File: src/rtl/assert_macros.svh
// Assertion macros shared by the rainbow colouriser RTL.
// Each macro expects the including module to have i_clk and i_rst_n ports.
`ifndef ASSERT_MACROS_SVH
`define ASSERT_MACROS_SVH

// Same-cycle implication, checked out of reset only.
`define RAC_ASSERT_IMP(name, pre, post, msg) \
    name: assert property (@(posedge i_clk) disable iff (!i_rst_n) (pre) |-> (post)) \
        else $error(msg);

// Next-cycle implication, checked out of reset only.
`define RAC_ASSERT_NXT(name, pre, post, msg) \
    name: assert property (@(posedge i_clk) disable iff (!i_rst_n) (pre) |=> (post)) \
        else $error(msg);

`endif

File: src/rtl/rac_pkg.sv
// Package for the rainbow colouriser: widths, character codes, record types,
// and the sine and decimal tables built at elaboration. No dependencies.
`default_nettype none

package rac_pkg;

    // Phase and sine table geometry
    localparam int PHASE_BITS     = 16;
    localparam int SINE_ADDR_BITS = 10;
    localparam int QBITS          = SINE_ADDR_BITS - 2;
    localparam int QDEPTH         = 1 << QBITS;

    typedef logic [PHASE_BITS-1:0] t_phase;

    // One third and two thirds of a turn, rounded
    localparam t_phase PH_THIRD =
        t_phase'(((64'd1 << PHASE_BITS) + 64'd1) / 64'd3);
    localparam t_phase PH_TWO_THIRDS =
        t_phase'(((64'd2 << PHASE_BITS) + 64'd1) / 64'd3);

    localparam longint unsigned HALF_PI_Q30 = 64'd1686629713;

    // Channel levels
    localparam logic [7:0] MID_LEVEL  = 8'd128;
    localparam logic [7:0] PEAK_HIGH  = 8'd255;
    localparam logic [7:0] PEAK_LOW   = 8'd1;

    // Configuration port
    localparam int CFG_INDEX_BITS = 3;
    localparam int CFG_DATA_BITS  = 16;

    typedef enum logic [CFG_INDEX_BITS-1:0] {
        CFG_COLUMN_STEP = 3'd0,
        CFG_LINE_STEP   = 3'd1,
        CFG_TRUE_COLOR  = 3'd2,
        CFG_INVERT      = 3'd3,
        CFG_ENABLE      = 3'd4
    } t_cfg_index;

    localparam logic [15:0] RST_COLUMN_STEP = 16'd3129;
    localparam logic [15:0] RST_LINE_STEP   = 16'd1043;

    typedef struct packed {
        logic [15:0] col_step;
        logic [15:0] line_step;
        logic        true_color;
        logic        invert;
        logic        enable;
    } t_cfg;

    // Colour stage to formatter
    typedef struct packed {
        logic [7:0] text;
        logic [7:0] red;
        logic [7:0] green;
        logic [7:0] blue;
        logic       change;
        logic       true_color;
        logic       invert;
    } t_colour_rec;

    // Character codes
    localparam logic [7:0] CH_BEL       = 8'h07;
    localparam logic [7:0] CH_NL        = 8'h0A;
    localparam logic [7:0] CH_ESC       = 8'h1B;
    localparam logic [7:0] CH_SEMI      = 8'h3B;
    localparam logic [7:0] CH_LBRACKET  = 8'h5B;
    localparam logic [7:0] CH_ZERO      = 8'h30;
    localparam logic [7:0] CH_ONE       = 8'h31;
    localparam logic [7:0] CH_TWO       = 8'h32;
    localparam logic [7:0] CH_THREE     = 8'h33;
    localparam logic [7:0] CH_FOUR      = 8'h34;
    localparam logic [7:0] CH_SEVEN     = 8'h37;
    localparam logic [7:0] CH_EIGHT     = 8'h38;
    localparam logic [7:0] CH_M         = 8'h6D;
    localparam logic [7:0] CH_UPPER_A   = 8'h41;
    localparam logic [7:0] CH_UPPER_Z   = 8'h5A;
    localparam logic [7:0] CH_LOWER_A   = 8'h61;
    localparam logic [7:0] CH_LOWER_Z   = 8'h7A;

    // Output run layout: fixed slots, the text byte always in the top one
    localparam int SLOT_COUNT = 20;
    localparam int SLOT_TEXT  = SLOT_COUNT - 1;

    // Unsigned quotient by shift and subtract, used for the table build only
    function automatic longint unsigned shift_sub_quotient(input longint unsigned num,
                                                           input longint unsigned den);
        longint unsigned quo;
        longint unsigned rem;
        quo = 64'd0;
        rem = 64'd0;
        for (int i = 63; i >= 0; i--) begin
            rem = {rem[62:0], num[i]};
            if (rem >= den) begin
                rem    = rem - den;
                quo[i] = 1'b1;
            end
        end
        return quo;
    endfunction

    // Quarter-wave table: {floor(127*sin), fraction nonzero} per step
    typedef logic [QDEPTH-1:0][7:0] t_sine_tab;

    function automatic t_sine_tab build_sine_tab();
        t_sine_tab       tab;
        longint unsigned x;
        longint unsigned x2;
        longint unsigned term;
        longint unsigned sum;
        longint unsigned m;
        for (int j = 0; j < QDEPTH; j++) begin
            x    = (longint'(j) * HALF_PI_Q30) >> QBITS;
            x2   = (x * x) >> 30;
            term = x;
            sum  = x;
            for (int k = 1; k <= 6; k++) begin
                term = shift_sub_quotient((term * x2) >> 30,
                                          64'((2 * k) * (2 * k + 1)));
                if ((k & 1) == 1) begin
                    sum = sum - term;
                end else begin
                    sum = sum + term;
                end
            end
            m      = 64'd127 * sum;
            tab[j] = {7'(m >> 30), (m[29:0] != 30'd0)};
        end
        return tab;
    endfunction

    localparam t_sine_tab SINE_TAB = build_sine_tab();

    // Decimal digits {hundreds, tens, ones} of 0..255
    typedef logic [255:0][11:0] t_dec_tab;

    function automatic t_dec_tab build_dec_tab();
        t_dec_tab tab;
        int       hundreds;
        int       tens;
        int       ones;
        for (int v = 0; v < 256; v++) begin
            // count off hundreds and tens by subtraction
            hundreds = 0;
            tens     = 0;
            ones     = v;
            while (ones >= 100) begin
                ones     = ones - 100;
                hundreds = hundreds + 1;
            end
            while (ones >= 10) begin
                ones = ones - 10;
                tens = tens + 1;
            end
            tab[v] = {4'(hundreds), 4'(tens), 4'(ones)};
        end
        return tab;
    endfunction

    localparam t_dec_tab DEC_TAB = build_dec_tab();

    // 128 + 127*sin(phase), floor above the axis and ceiling below
    function automatic logic [7:0] channel_level(input t_phase phase);
        logic [PHASE_BITS+SINE_ADDR_BITS-1:0] wide;
        logic [SINE_ADDR_BITS-1:0]            addr;
        logic [1:0]                           quad;
        logic [QBITS-1:0]                     j;
        logic [QBITS-1:0]                     t;
        logic [7:0]                           e;
        logic [7:0]                           level;
        wide = {phase, {SINE_ADDR_BITS{1'b0}}};
        addr = wide[PHASE_BITS+SINE_ADDR_BITS-1 -: SINE_ADDR_BITS];
        quad = addr[SINE_ADDR_BITS-1 -: 2];
        j    = addr[QBITS-1:0];
        t    = quad[0] ? ({QBITS{1'b0}} - j) : j;
        e    = SINE_TAB[t];
        if (quad[0] && (j == {QBITS{1'b0}})) begin
            level = quad[1] ? PEAK_LOW : PEAK_HIGH;
        end else if (!quad[1]) begin
            level = MID_LEVEL + {1'b0, e[7:1]};
        end else begin
            level = MID_LEVEL - {1'b0, e[7:1]} - {7'd0, e[0]};
        end
        return level;
    endfunction

endpackage

`default_nettype wire

File: src/rtl/rac_colour.sv
// Colour stage: escape tracking, line and column phase, sine lookups and the
// colour-change test; holds one record for the formatter. Uses rac_pkg.
`default_nettype none

`include "assert_macros.svh"

module rac_colour (
    input  wire                 i_clk,
    input  wire                 i_rst_n,
    input  rac_pkg::t_cfg       i_cfg,
    input  wire                 i_in_valid,
    input  wire  [7:0]          i_in_byte,
    output logic                o_in_ready,
    output logic                o_rec_valid,
    output rac_pkg::t_colour_rec o_rec,
    input  wire                 i_rec_ready
);

    logic                 r_in_escape, n_in_escape;
    rac_pkg::t_phase      r_col_phase, n_col_phase;
    rac_pkg::t_phase      r_line_phase, n_line_phase;
    logic [7:0]           r_last_red, n_last_red;
    logic [7:0]           r_last_green, n_last_green;
    logic [7:0]           r_last_blue, n_last_blue;
    logic                 r_out_valid, n_out_valid;
    rac_pkg::t_colour_rec r_rec, n_rec;

    logic                 is_esc;
    logic                 is_term;
    logic                 emits;
    logic                 out_free;
    logic                 adv;
    rac_pkg::t_phase      phase_a;
    logic [7:0]           red_full, green_full, blue_full;
    logic [7:0]           red, green, blue;
    logic                 change;

    // Work out the colour for the held word and the next state
    always_comb begin
        is_esc  = (i_in_byte == rac_pkg::CH_ESC);
        is_term = ((i_in_byte >= rac_pkg::CH_UPPER_A) && (i_in_byte <= rac_pkg::CH_UPPER_Z))
               || ((i_in_byte >= rac_pkg::CH_LOWER_A) && (i_in_byte <= rac_pkg::CH_LOWER_Z))
               || (i_in_byte == rac_pkg::CH_BEL);
        emits    = !i_cfg.enable || (!is_esc && !r_in_escape);
        out_free = !r_out_valid || i_rec_ready;
        o_in_ready = !emits || out_free;
        adv        = i_in_valid && o_in_ready;

        phase_a    = r_col_phase + r_line_phase;
        red_full   = rac_pkg::channel_level(phase_a);
        green_full = rac_pkg::channel_level(phase_a + rac_pkg::PH_THIRD);
        blue_full  = rac_pkg::channel_level(phase_a + rac_pkg::PH_TWO_THIRDS);

        // 16-colour mode keeps the top two bits of each channel
        if (i_cfg.true_color) begin
            red   = red_full;
            green = green_full;
            blue  = blue_full;
        end else begin
            red   = {6'd0, red_full[7:6]};
            green = {6'd0, green_full[7:6]};
            blue  = {6'd0, blue_full[7:6]};
        end
        change = i_cfg.enable
              && ((red != r_last_red) || (green != r_last_green) || (blue != r_last_blue));

        n_in_escape  = r_in_escape;
        n_col_phase  = r_col_phase;
        n_line_phase = r_line_phase;
        n_last_red   = r_last_red;
        n_last_green = r_last_green;
        n_last_blue  = r_last_blue;

        if (adv && i_cfg.enable) begin
            if (is_esc) begin
                n_in_escape = 1'b1;
            end else if (r_in_escape) begin
                if (is_term) begin
                    n_in_escape = 1'b0;
                end
            end else begin
                n_col_phase = r_col_phase + rac_pkg::t_phase'(i_cfg.col_step);
                if (i_in_byte == rac_pkg::CH_NL) begin
                    n_col_phase  = '0;
                    n_line_phase = r_line_phase + rac_pkg::t_phase'(i_cfg.line_step);
                end
                if (change) begin
                    n_last_red   = red;
                    n_last_green = green;
                    n_last_blue  = blue;
                end
            end
        end

        // Hold the record until the formatter takes it
        if (adv && emits) begin
            n_out_valid = 1'b1;
        end else if (i_rec_ready) begin
            n_out_valid = 1'b0;
        end else begin
            n_out_valid = r_out_valid;
        end

        n_rec = r_rec;
        if (adv && emits) begin
            n_rec.text       = i_in_byte;
            n_rec.red        = red;
            n_rec.green      = green;
            n_rec.blue       = blue;
            n_rec.change     = change;
            n_rec.true_color = i_cfg.true_color;
            n_rec.invert     = i_cfg.invert;
        end
    end

    // Control state
    always_ff @(posedge i_clk) begin
        if (!i_rst_n) begin
            r_in_escape  <= 1'b0;
            r_col_phase  <= '0;
            r_line_phase <= '0;
            r_last_red   <= 8'd0;
            r_last_green <= 8'd0;
            r_last_blue  <= 8'd0;
            r_out_valid  <= 1'b0;
        end else begin
            r_in_escape  <= n_in_escape;
            r_col_phase  <= n_col_phase;
            r_line_phase <= n_line_phase;
            r_last_red   <= n_last_red;
            r_last_green <= n_last_green;
            r_last_blue  <= n_last_blue;
            r_out_valid  <= n_out_valid;
        end
    end

    // Record payload
    always_ff @(posedge i_clk) begin
        r_rec <= n_rec;
    end

    assign o_rec_valid = r_out_valid;
    assign o_rec       = r_rec;

    `RAC_ASSERT_NXT(a_record_follows_take, adv && emits, r_out_valid,
                    "colour record missing after a taken word")
    `RAC_ASSERT_NXT(a_bypass_keeps_phase, adv && !i_cfg.enable, $stable(r_col_phase),
                    "column phase moved while colouring was off")

endmodule

`default_nettype wire

File: src/rtl/rac_format.sv
// Formatter and output register: lays out the escape run in fixed slots and
// sends the kept slots one word per cycle while m_axis_tready is high. Uses rac_pkg.
`default_nettype none

`include "assert_macros.svh"

module rac_format (
    input  wire                  i_clk,
    input  wire                  i_rst_n,
    input  wire                  i_rec_valid,
    input  rac_pkg::t_colour_rec i_rec,
    output logic                 o_rec_ready,
    output logic                 m_axis_tvalid,
    input  wire                  m_axis_tready,
    output logic [7:0]           m_axis_tdata,
    output logic                 m_axis_tlast
);

    logic [rac_pkg::SLOT_COUNT-1:0][7:0] r_slots, n_slots;
    logic [rac_pkg::SLOT_COUNT-1:0]      r_keep, n_keep;

    logic [rac_pkg::SLOT_COUNT-1:0][7:0] new_slots;
    logic [rac_pkg::SLOT_COUNT-1:0]      new_keep;
    logic [rac_pkg::SLOT_COUNT-1:0]      low;
    logic [rac_pkg::SLOT_COUNT-1:0]      rest;
    logic [11:0]                         dec_r, dec_g, dec_b;
    logic                                bold;
    logic [7:0]                          out_byte;

    // Lay out the run for the incoming record
    always_comb begin
        dec_r = rac_pkg::DEC_TAB[i_rec.red];
        dec_g = rac_pkg::DEC_TAB[i_rec.green];
        dec_b = rac_pkg::DEC_TAB[i_rec.blue];
        bold  = i_rec.red[1] | i_rec.blue[1] | i_rec.text[1];

        new_slots = '0;
        new_keep  = '0;
        new_slots[rac_pkg::SLOT_TEXT] = i_rec.text;
        new_keep[rac_pkg::SLOT_TEXT]  = 1'b1;
        new_slots[0] = rac_pkg::CH_ESC;
        new_slots[1] = rac_pkg::CH_LBRACKET;

        if (i_rec.true_color) begin
            // ESC [ 3|4 8 ; 2 ; R ; G ; B m
            new_slots[2]  = i_rec.invert ? rac_pkg::CH_FOUR : rac_pkg::CH_THREE;
            new_slots[3]  = rac_pkg::CH_EIGHT;
            new_slots[4]  = rac_pkg::CH_SEMI;
            new_slots[5]  = rac_pkg::CH_TWO;
            new_slots[6]  = rac_pkg::CH_SEMI;
            new_slots[7]  = rac_pkg::CH_ZERO | {4'd0, dec_r[11:8]};
            new_slots[8]  = rac_pkg::CH_ZERO | {4'd0, dec_r[7:4]};
            new_slots[9]  = rac_pkg::CH_ZERO | {4'd0, dec_r[3:0]};
            new_slots[10] = rac_pkg::CH_SEMI;
            new_slots[11] = rac_pkg::CH_ZERO | {4'd0, dec_g[11:8]};
            new_slots[12] = rac_pkg::CH_ZERO | {4'd0, dec_g[7:4]};
            new_slots[13] = rac_pkg::CH_ZERO | {4'd0, dec_g[3:0]};
            new_slots[14] = rac_pkg::CH_SEMI;
            new_slots[15] = rac_pkg::CH_ZERO | {4'd0, dec_b[11:8]};
            new_slots[16] = rac_pkg::CH_ZERO | {4'd0, dec_b[7:4]};
            new_slots[17] = rac_pkg::CH_ZERO | {4'd0, dec_b[3:0]};
            new_slots[18] = rac_pkg::CH_M;
            if (i_rec.change) begin
                new_keep     = '1;
                // drop leading zeros
                new_keep[7]  = (dec_r[11:8] != 4'd0);
                new_keep[8]  = (dec_r[11:8] != 4'd0) || (dec_r[7:4] != 4'd0);
                new_keep[11] = (dec_g[11:8] != 4'd0);
                new_keep[12] = (dec_g[11:8] != 4'd0) || (dec_g[7:4] != 4'd0);
                new_keep[15] = (dec_b[11:8] != 4'd0);
                new_keep[16] = (dec_b[11:8] != 4'd0) || (dec_b[7:4] != 4'd0);
            end
        end else begin
            // ESC [ {7;} {1|21} ; 3 D m
            new_slots[2] = rac_pkg::CH_SEVEN;
            new_slots[3] = rac_pkg::CH_SEMI;
            new_slots[4] = rac_pkg::CH_TWO;
            new_slots[5] = rac_pkg::CH_ONE;
            new_slots[6] = rac_pkg::CH_SEMI;
            new_slots[7] = rac_pkg::CH_THREE;
            new_slots[8] = rac_pkg::CH_ZERO
                         | {5'd0, (i_rec.blue != 8'd0), (i_rec.green != 8'd0),
                            (i_rec.red != 8'd0)};
            new_slots[9] = rac_pkg::CH_M;
            if (i_rec.change) begin
                new_keep[0] = 1'b1;
                new_keep[1] = 1'b1;
                new_keep[2] = i_rec.invert;
                new_keep[3] = i_rec.invert;
                new_keep[4] = !bold;
                new_keep[5] = 1'b1;
                new_keep[6] = 1'b1;
                new_keep[7] = 1'b1;
                new_keep[8] = 1'b1;
                new_keep[9] = 1'b1;
            end
        end
    end

    // Pick the lowest kept slot and advance through the run
    always_comb begin
        low  = r_keep & (~r_keep + rac_pkg::SLOT_COUNT'(1));
        rest = r_keep & (r_keep - rac_pkg::SLOT_COUNT'(1));
        out_byte = 8'd0;
        for (int i = 0; i < rac_pkg::SLOT_COUNT; i++) begin
            out_byte = out_byte | (low[i] ? r_slots[i] : 8'd0);
        end
        m_axis_tvalid = (r_keep != '0);
        m_axis_tdata  = out_byte;
        m_axis_tlast  = (rest == '0);
        o_rec_ready   = !m_axis_tvalid || (m_axis_tready && m_axis_tlast);

        n_keep  = r_keep;
        n_slots = r_slots;
        if (i_rec_valid && o_rec_ready) begin
            n_keep  = new_keep;
            n_slots = new_slots;
        end else if (m_axis_tvalid && m_axis_tready) begin
            n_keep = rest;
        end
    end

    always_ff @(posedge i_clk) begin
        if (!i_rst_n) begin
            r_keep <= '0;
        end else begin
            r_keep <= n_keep;
        end
    end

    always_ff @(posedge i_clk) begin
        r_slots <= n_slots;
    end

    `RAC_ASSERT_IMP(a_text_slot_kept, m_axis_tvalid, r_keep[rac_pkg::SLOT_TEXT],
                    "run lost its text byte")
    `RAC_ASSERT_NXT(a_run_continues, m_axis_tvalid && m_axis_tready && !m_axis_tlast,
                    m_axis_tvalid, "run ended without a last word")

endmodule

`default_nettype wire

File: src/rtl/rainbow_ansi_text_colorizer.sv
// Rainbow ANSI text colouriser top level: configuration registers, input
// register, colour stage and formatter. Uses rac_pkg, rac_colour, rac_format.
//
// Usage:
//   Text bytes enter on the s_axis channel, one byte per word. Each byte
//   gives a run of 0 to 20 words on m_axis: an optional colour escape and
//   then the byte itself, which carries tlast. ESC sequences are swallowed
//   while colouring is enabled. Registers are written over the cfg channel
//   (always ready); the user must write them only while the block is idle,
//   as the block itself does not enforce it; index 0 column step, 1 line
//   step, 2 true colour, 3 invert, 4 enable; other indexes are ignored.
//   A byte passes the input, colour and output run registers in that order.
//   Throughput: one input byte per cycle while each yields a single word
//   and m_axis_tready stays high; a longer run holds the output port until
//   its last word is taken, which sets the rate, and the input register and
//   colour register keep taking words meanwhile until both are full.
//   Reset clears the phases, the last colour, the escape flag and all
//   pipeline valids, and loads the register defaults.
//   A stall on m_axis_tready holds the current word and backs up through
//   the stages to s_axis_tready; nothing is lost or repeated.
`default_nettype none

module rainbow_ansi_text_colorizer (
    input  wire        i_clk,
    input  wire        i_rst_n,
    // input text: tdata[7:0] = in_byte
    input  wire        s_axis_tvalid,
    output logic       s_axis_tready,
    input  wire  [7:0] s_axis_tdata,
    // output run: tdata[7:0] = out_byte, tlast = last_of_run
    output logic       m_axis_tvalid,
    input  wire        m_axis_tready,
    output logic [7:0] m_axis_tdata,
    output logic       m_axis_tlast,
    // configuration writes
    input  wire                                i_cfg_valid,
    output logic                               o_cfg_ready,
    input  wire  [rac_pkg::CFG_INDEX_BITS-1:0] i_cfg_index,
    input  wire  [rac_pkg::CFG_DATA_BITS-1:0]  i_cfg_data
);

    rac_pkg::t_cfg        r_cfg;
    logic                 r_in_valid;
    logic [7:0]           r_in_byte;
    logic                 colour_ready;
    logic                 rec_valid;
    logic                 rec_ready;
    rac_pkg::t_colour_rec rec;

    assign o_cfg_ready = 1'b1;

    // Decode register writes
    always_ff @(posedge i_clk) begin
        if (!i_rst_n) begin
            r_cfg.col_step   <= rac_pkg::RST_COLUMN_STEP;
            r_cfg.line_step  <= rac_pkg::RST_LINE_STEP;
            r_cfg.true_color <= 1'b0;
            r_cfg.invert     <= 1'b0;
            r_cfg.enable     <= 1'b1;
        end else if (i_cfg_valid && o_cfg_ready) begin
            unique case (i_cfg_index)
                rac_pkg::CFG_COLUMN_STEP: r_cfg.col_step   <= i_cfg_data[15:0];
                rac_pkg::CFG_LINE_STEP:   r_cfg.line_step  <= i_cfg_data[15:0];
                rac_pkg::CFG_TRUE_COLOR:  r_cfg.true_color <= i_cfg_data[0];
                rac_pkg::CFG_INVERT:      r_cfg.invert     <= i_cfg_data[0];
                rac_pkg::CFG_ENABLE:      r_cfg.enable     <= i_cfg_data[0];
                default: begin
                end
            endcase
        end
    end

    // Input register: take a word whenever the held one moves on
    assign s_axis_tready = !r_in_valid || colour_ready;

    always_ff @(posedge i_clk) begin
        if (!i_rst_n) begin
            r_in_valid <= 1'b0;
        end else if (s_axis_tvalid && s_axis_tready) begin
            r_in_valid <= 1'b1;
        end else if (colour_ready) begin
            r_in_valid <= 1'b0;
        end
    end

    always_ff @(posedge i_clk) begin
        if (s_axis_tvalid && s_axis_tready) begin
            r_in_byte <= s_axis_tdata;
        end
    end

    rac_colour u_colour (
        .i_clk       (i_clk),
        .i_rst_n     (i_rst_n),
        .i_cfg       (r_cfg),
        .i_in_valid  (r_in_valid),
        .i_in_byte   (r_in_byte),
        .o_in_ready  (colour_ready),
        .o_rec_valid (rec_valid),
        .o_rec       (rec),
        .i_rec_ready (rec_ready)
    );

    rac_format u_format (
        .i_clk         (i_clk),
        .i_rst_n       (i_rst_n),
        .i_rec_valid   (rec_valid),
        .i_rec         (rec),
        .o_rec_ready   (rec_ready),
        .m_axis_tvalid (m_axis_tvalid),
        .m_axis_tready (m_axis_tready),
        .m_axis_tdata  (m_axis_tdata),
        .m_axis_tlast  (m_axis_tlast)
    );

endmodule

`default_nettype wire

File: config.mk
export PLATFORM = sky130hd
export DESIGN_NAME = rainbow_ansi_text_colorizer
export DESIGN_NICKNAME = d
export VERILOG_FILES = /design/src/rtl/rac_pkg.sv /design/src/rtl/rac_colour.sv /design/src/rtl/rac_format.sv /design/src/rtl/rainbow_ansi_text_colorizer.sv
export VERILOG_INCLUDE_DIRS = /design/src /design/src/rtl
export SDC_FILE = /design/constraint.sdc
export NUM_CORES = 1
export LEC_CHECK = 0
export ABC_AREA = 1
export CAP_MARGIN = 20
export CORE_MARGIN = 5
export CORE_UTILIZATION = 35
export DETAILED_ROUTE_END_ITERATION = 8
export DONT_BUFFER_PORTS = 1
export MAX_ROUTING_LAYER = met4
export PLACE_DENSITY_LB_ADDON = 0.15
export SYNTH_ARGS = -nofsm -noshare
export SYNTH_HDL_FRONTEND = slang
export SYNTH_SLANG_ARGS = --single-unit
File: constraint.sdc
create_clock -name i_clk -period 6.2 [get_ports i_clk]
set_input_delay 0.31 -clock i_clk [delete_from_list [all_inputs] [get_ports i_clk]]
set_output_delay 0.31 -clock i_clk [all_outputs]
set_load 0.01 [all_outputs]
==> flow_summary.ini <==
[global_route]
grt_pass1_vias = 23480
grt_max_degree = 44
overflow = 0
track_usage_pct = 22.48
antenna_found_initial = 0
grt_pass1_wl_um = 118100

[cts]
cts_made_buffers = 27
cts.sinks = 229
cts_buffer_depth = 3
clockRootBuffer = clkbuf_16
clk_latency_ps = 560
clkTransAtPathRegs_ps = 70
htreeDepth = 1
cts_tree = yes

[placed_design]
place_ws_ps = -716.7
gp_congestion = 0.9385
dp_hpwl_um = 55140
numPortBuffers = 0

[logic_synthesis]
ys_ff_latch = 229
synth_fa_ha_area_share_pct = 7.623
yosys.cell_types.count = 71
syn-num-nets = 3475
postSynthCellCount = 3319
synth_area_um2 = 20780
synth-async-reset-ratio_pct = 0
synth.yosys.warnings = 0
netlist.area_leader.share_pct = 19.15
synthSimpleGateAreaFrac_pct = 40.08
yosysSeqAreaShare_pct = 26.16
synth_top_family_by_area = simple AND/OR/NAND/NOR gates
synth-edff-count = 85
synth_compound_area_share_pct = 14.51
yosys-top-cells-area = nand2_1 19%, dfxtp_1 14%, edfxtp_1 12%
yosys.area.top_type = nand2_1
synth_mux_area_share_pct = 0.04817
synth_xor_area_share_pct = 1.686
syn_area_per_cell_um2 = 6.261
synth-main-ff-cell = dfxtp_1

[finish]
fin_nets = 4151
drive_above_1_share_pct = 34.06
multiInputGateArea_um2 = 15750
regArea_um2 = 5441
fill_cells = 5691
mostFrequentLayoutCell = nand2_1
n_antenna_cell = 0
layout_common_cells = 907 x nand2_1, 607 x buf_4, 309 x inv_1
area_growth_syn_to_layout_pct = 48.03

[sta]
fmax_ghz = 0.1543
rsz0062_at_grt = true
fin_setup_tns_ps = -6299
worstMarginPinSlew_ps = 1075
finalCritPeriodShare_pct = 104.5
max_slew_margin_pct = 27.71
fin_crit_ps = 6481
slew_violations = 0
timing.final.ws_setup_ps = -280.5
finalClockSkew_ps = 21.91
hold_viol = 0
setup-violations-final = 32

[setup_path]
crit_fanout = 6
r2r_cells = 54
crit_path_top_delay_cell = fa_2
crit_path_end_kind = register
crit_family = buffers and inverters
start_kind = register
cp.depth = 54
crit_type = reg -> reg
reg2reg_to = u_colour.o_rec[2]$_DFFE_PP_
cpMostUsedCell = buf_4
reg2reg_from = u_colour.r_col_phase[0]$_SDFFE_PN0P_
path_buf_inv = 22
critPathArrivalTime_ps = 6800
r2r_slack_ps = -280
worstPathRequired_ps = 6520
slowest_delay_ps = 420

[drt]
totalWireLength_um = 74480
initialDrtViolationCount = 1366
avgRoutedWirePerCell_um = 15.55
route.vias.total = 24440
drc_errors = 0
drtAntennaViolNets = 0
firstDrtPassIters = 8
routed_via_density = 5.103

[min_path]
min-delay-start = i_cfg_data[0]
whs_path_depth = 2
holdPathEnd = r_cfg[0]$_SDFFE_PN1P_
hp-class = in -> reg

[power_and_ir_drop]
power_density_nw_per_um2 = 293.4
p_leak_nw = 14.84
ir_drop_mv = 0.2105

[run]
maxCapViolCount = 0

[status]
status = finished, violations left
failed_checks = setup timing

[floorplan]
fp.dieH_um = 253.7
dieArea_um2 = 64340
initial_utilization_pct = 35.27
fp.coreArea_um2 = 58910
ioPinCount = 44
fp-row-count = 89
die_x_um = 253.7
==> stage by stage <==
stage	hold WS (ps)	util, %	cell area, um2	total power, mW	std cells
finish	63.26	52.21	30760	9.024	4789
global route	66.71	52.21	30760	9.693	4789
CTS	42.62	48.83	28770	8.495	4729
detailed placement	406.3	43.10	25390	6.345	4533
global placement	406.6	43.10	25390	6.317	4533
floorplan	400.3	-	20810	4.651	3319
==> layout make-up <==
class,count,area share (%)
Inverter,392,4.971
Timing Repair inverter,1,0.02441
Tap cell,773,3.144
Sequential cell,229,17.69
Clock buffer,34,2.384
Multi-Input combinational cell,2596,51.21
Clock inverter,16,0.3254
Timing Repair Buffer,748,20.25
==> metal layers <==
layer  GRT usage, %  up-vias  routed length [um]
li1               -    12300                   -
met1          29.95    11490               34150
met2          37.78      554               35850
met3          2.057      102                3069
met4          4.311        0                1404
met5              -        -                   0
==> timing repair <==
item	CTS	global route
endpoints found under the hold margin	92	0
pin swaps	110	195
gates resized for setup	306	438
buffers inserted	73	63
cloned	5	2
hold buffers	70	0
endpoints found under the setup margin	46	53
==> kinds of logic (layout without fill, tap and decap cells) <==
logic type / after synthesis / after routing
AOI/OAI and AO/OA: 521 / 521
xor gates and xnor gates: 34 / 34
adders and majority gates: 125 / 125
buffers and inverters: 495 / 1191
DFF: 229 / 229
muxes: 1 / 1
other: 1 / 1
and+or+nand+nor: 1913 / 1914
==> power breakdown <==
part | switching [mW] | internal (mW)
combinational | 3.13 | 2.43
sequential | 0.139 | 1.81
clock | 0.677 | 0.844
total | 3.95 | 5.08
==> sequential cells by signal, summed over array words and instances, names as in the netlist, 16 cells and up <==
register / count
u_format.r_slots: 42
r_cfg: 35
u_colour.r_col_phase: 16
u_format.r_keep: 20
u_colour.o_rec: 35
u_colour.r_line_phase: 16
==> worst max path at each step <==
stage                                                      from                             endpoint  slack, ps
final                      u_colour.r_col_phase[0]$_SDFFE_PN0P_          u_colour.o_rec[2]$_DFFE_PP_       -280
after global routing       u_colour.r_col_phase[0]$_SDFFE_PN0P_  u_colour.r_last_red[4]$_SDFFE_PN0P_       -660
after CTS                  u_colour.r_col_phase[0]$_SDFFE_PN0P_          u_colour.o_rec[2]$_DFFE_PP_       -190
after detailed placement  u_colour.r_line_phase[0]$_SDFFE_PN0P_            u_format.dec_g[1]$_DFF_P_       -720
after global placement    u_colour.r_line_phase[2]$_SDFFE_PN0P_            u_format.dec_g[1]$_DFF_P_       -660
after floorplan           u_colour.r_line_phase[0]$_SDFFE_PN0P_            u_format.dec_b[3]$_DFF_P_         -3
==> synth_stat cells, types with 39 or more instances <==
master	number
o21ai_1	40
inv_2	39
nand3_1	369
nor2_1	279
clkbuf_1	40
edfxtp_1	85
inv_1	348
a21oi_1	177
o21ai_0	159
nand2_2	58
nand2_1	1060
dfxtp_1	144
ha_1	121
No activity file was read; power rests on OpenSTA's default activity.
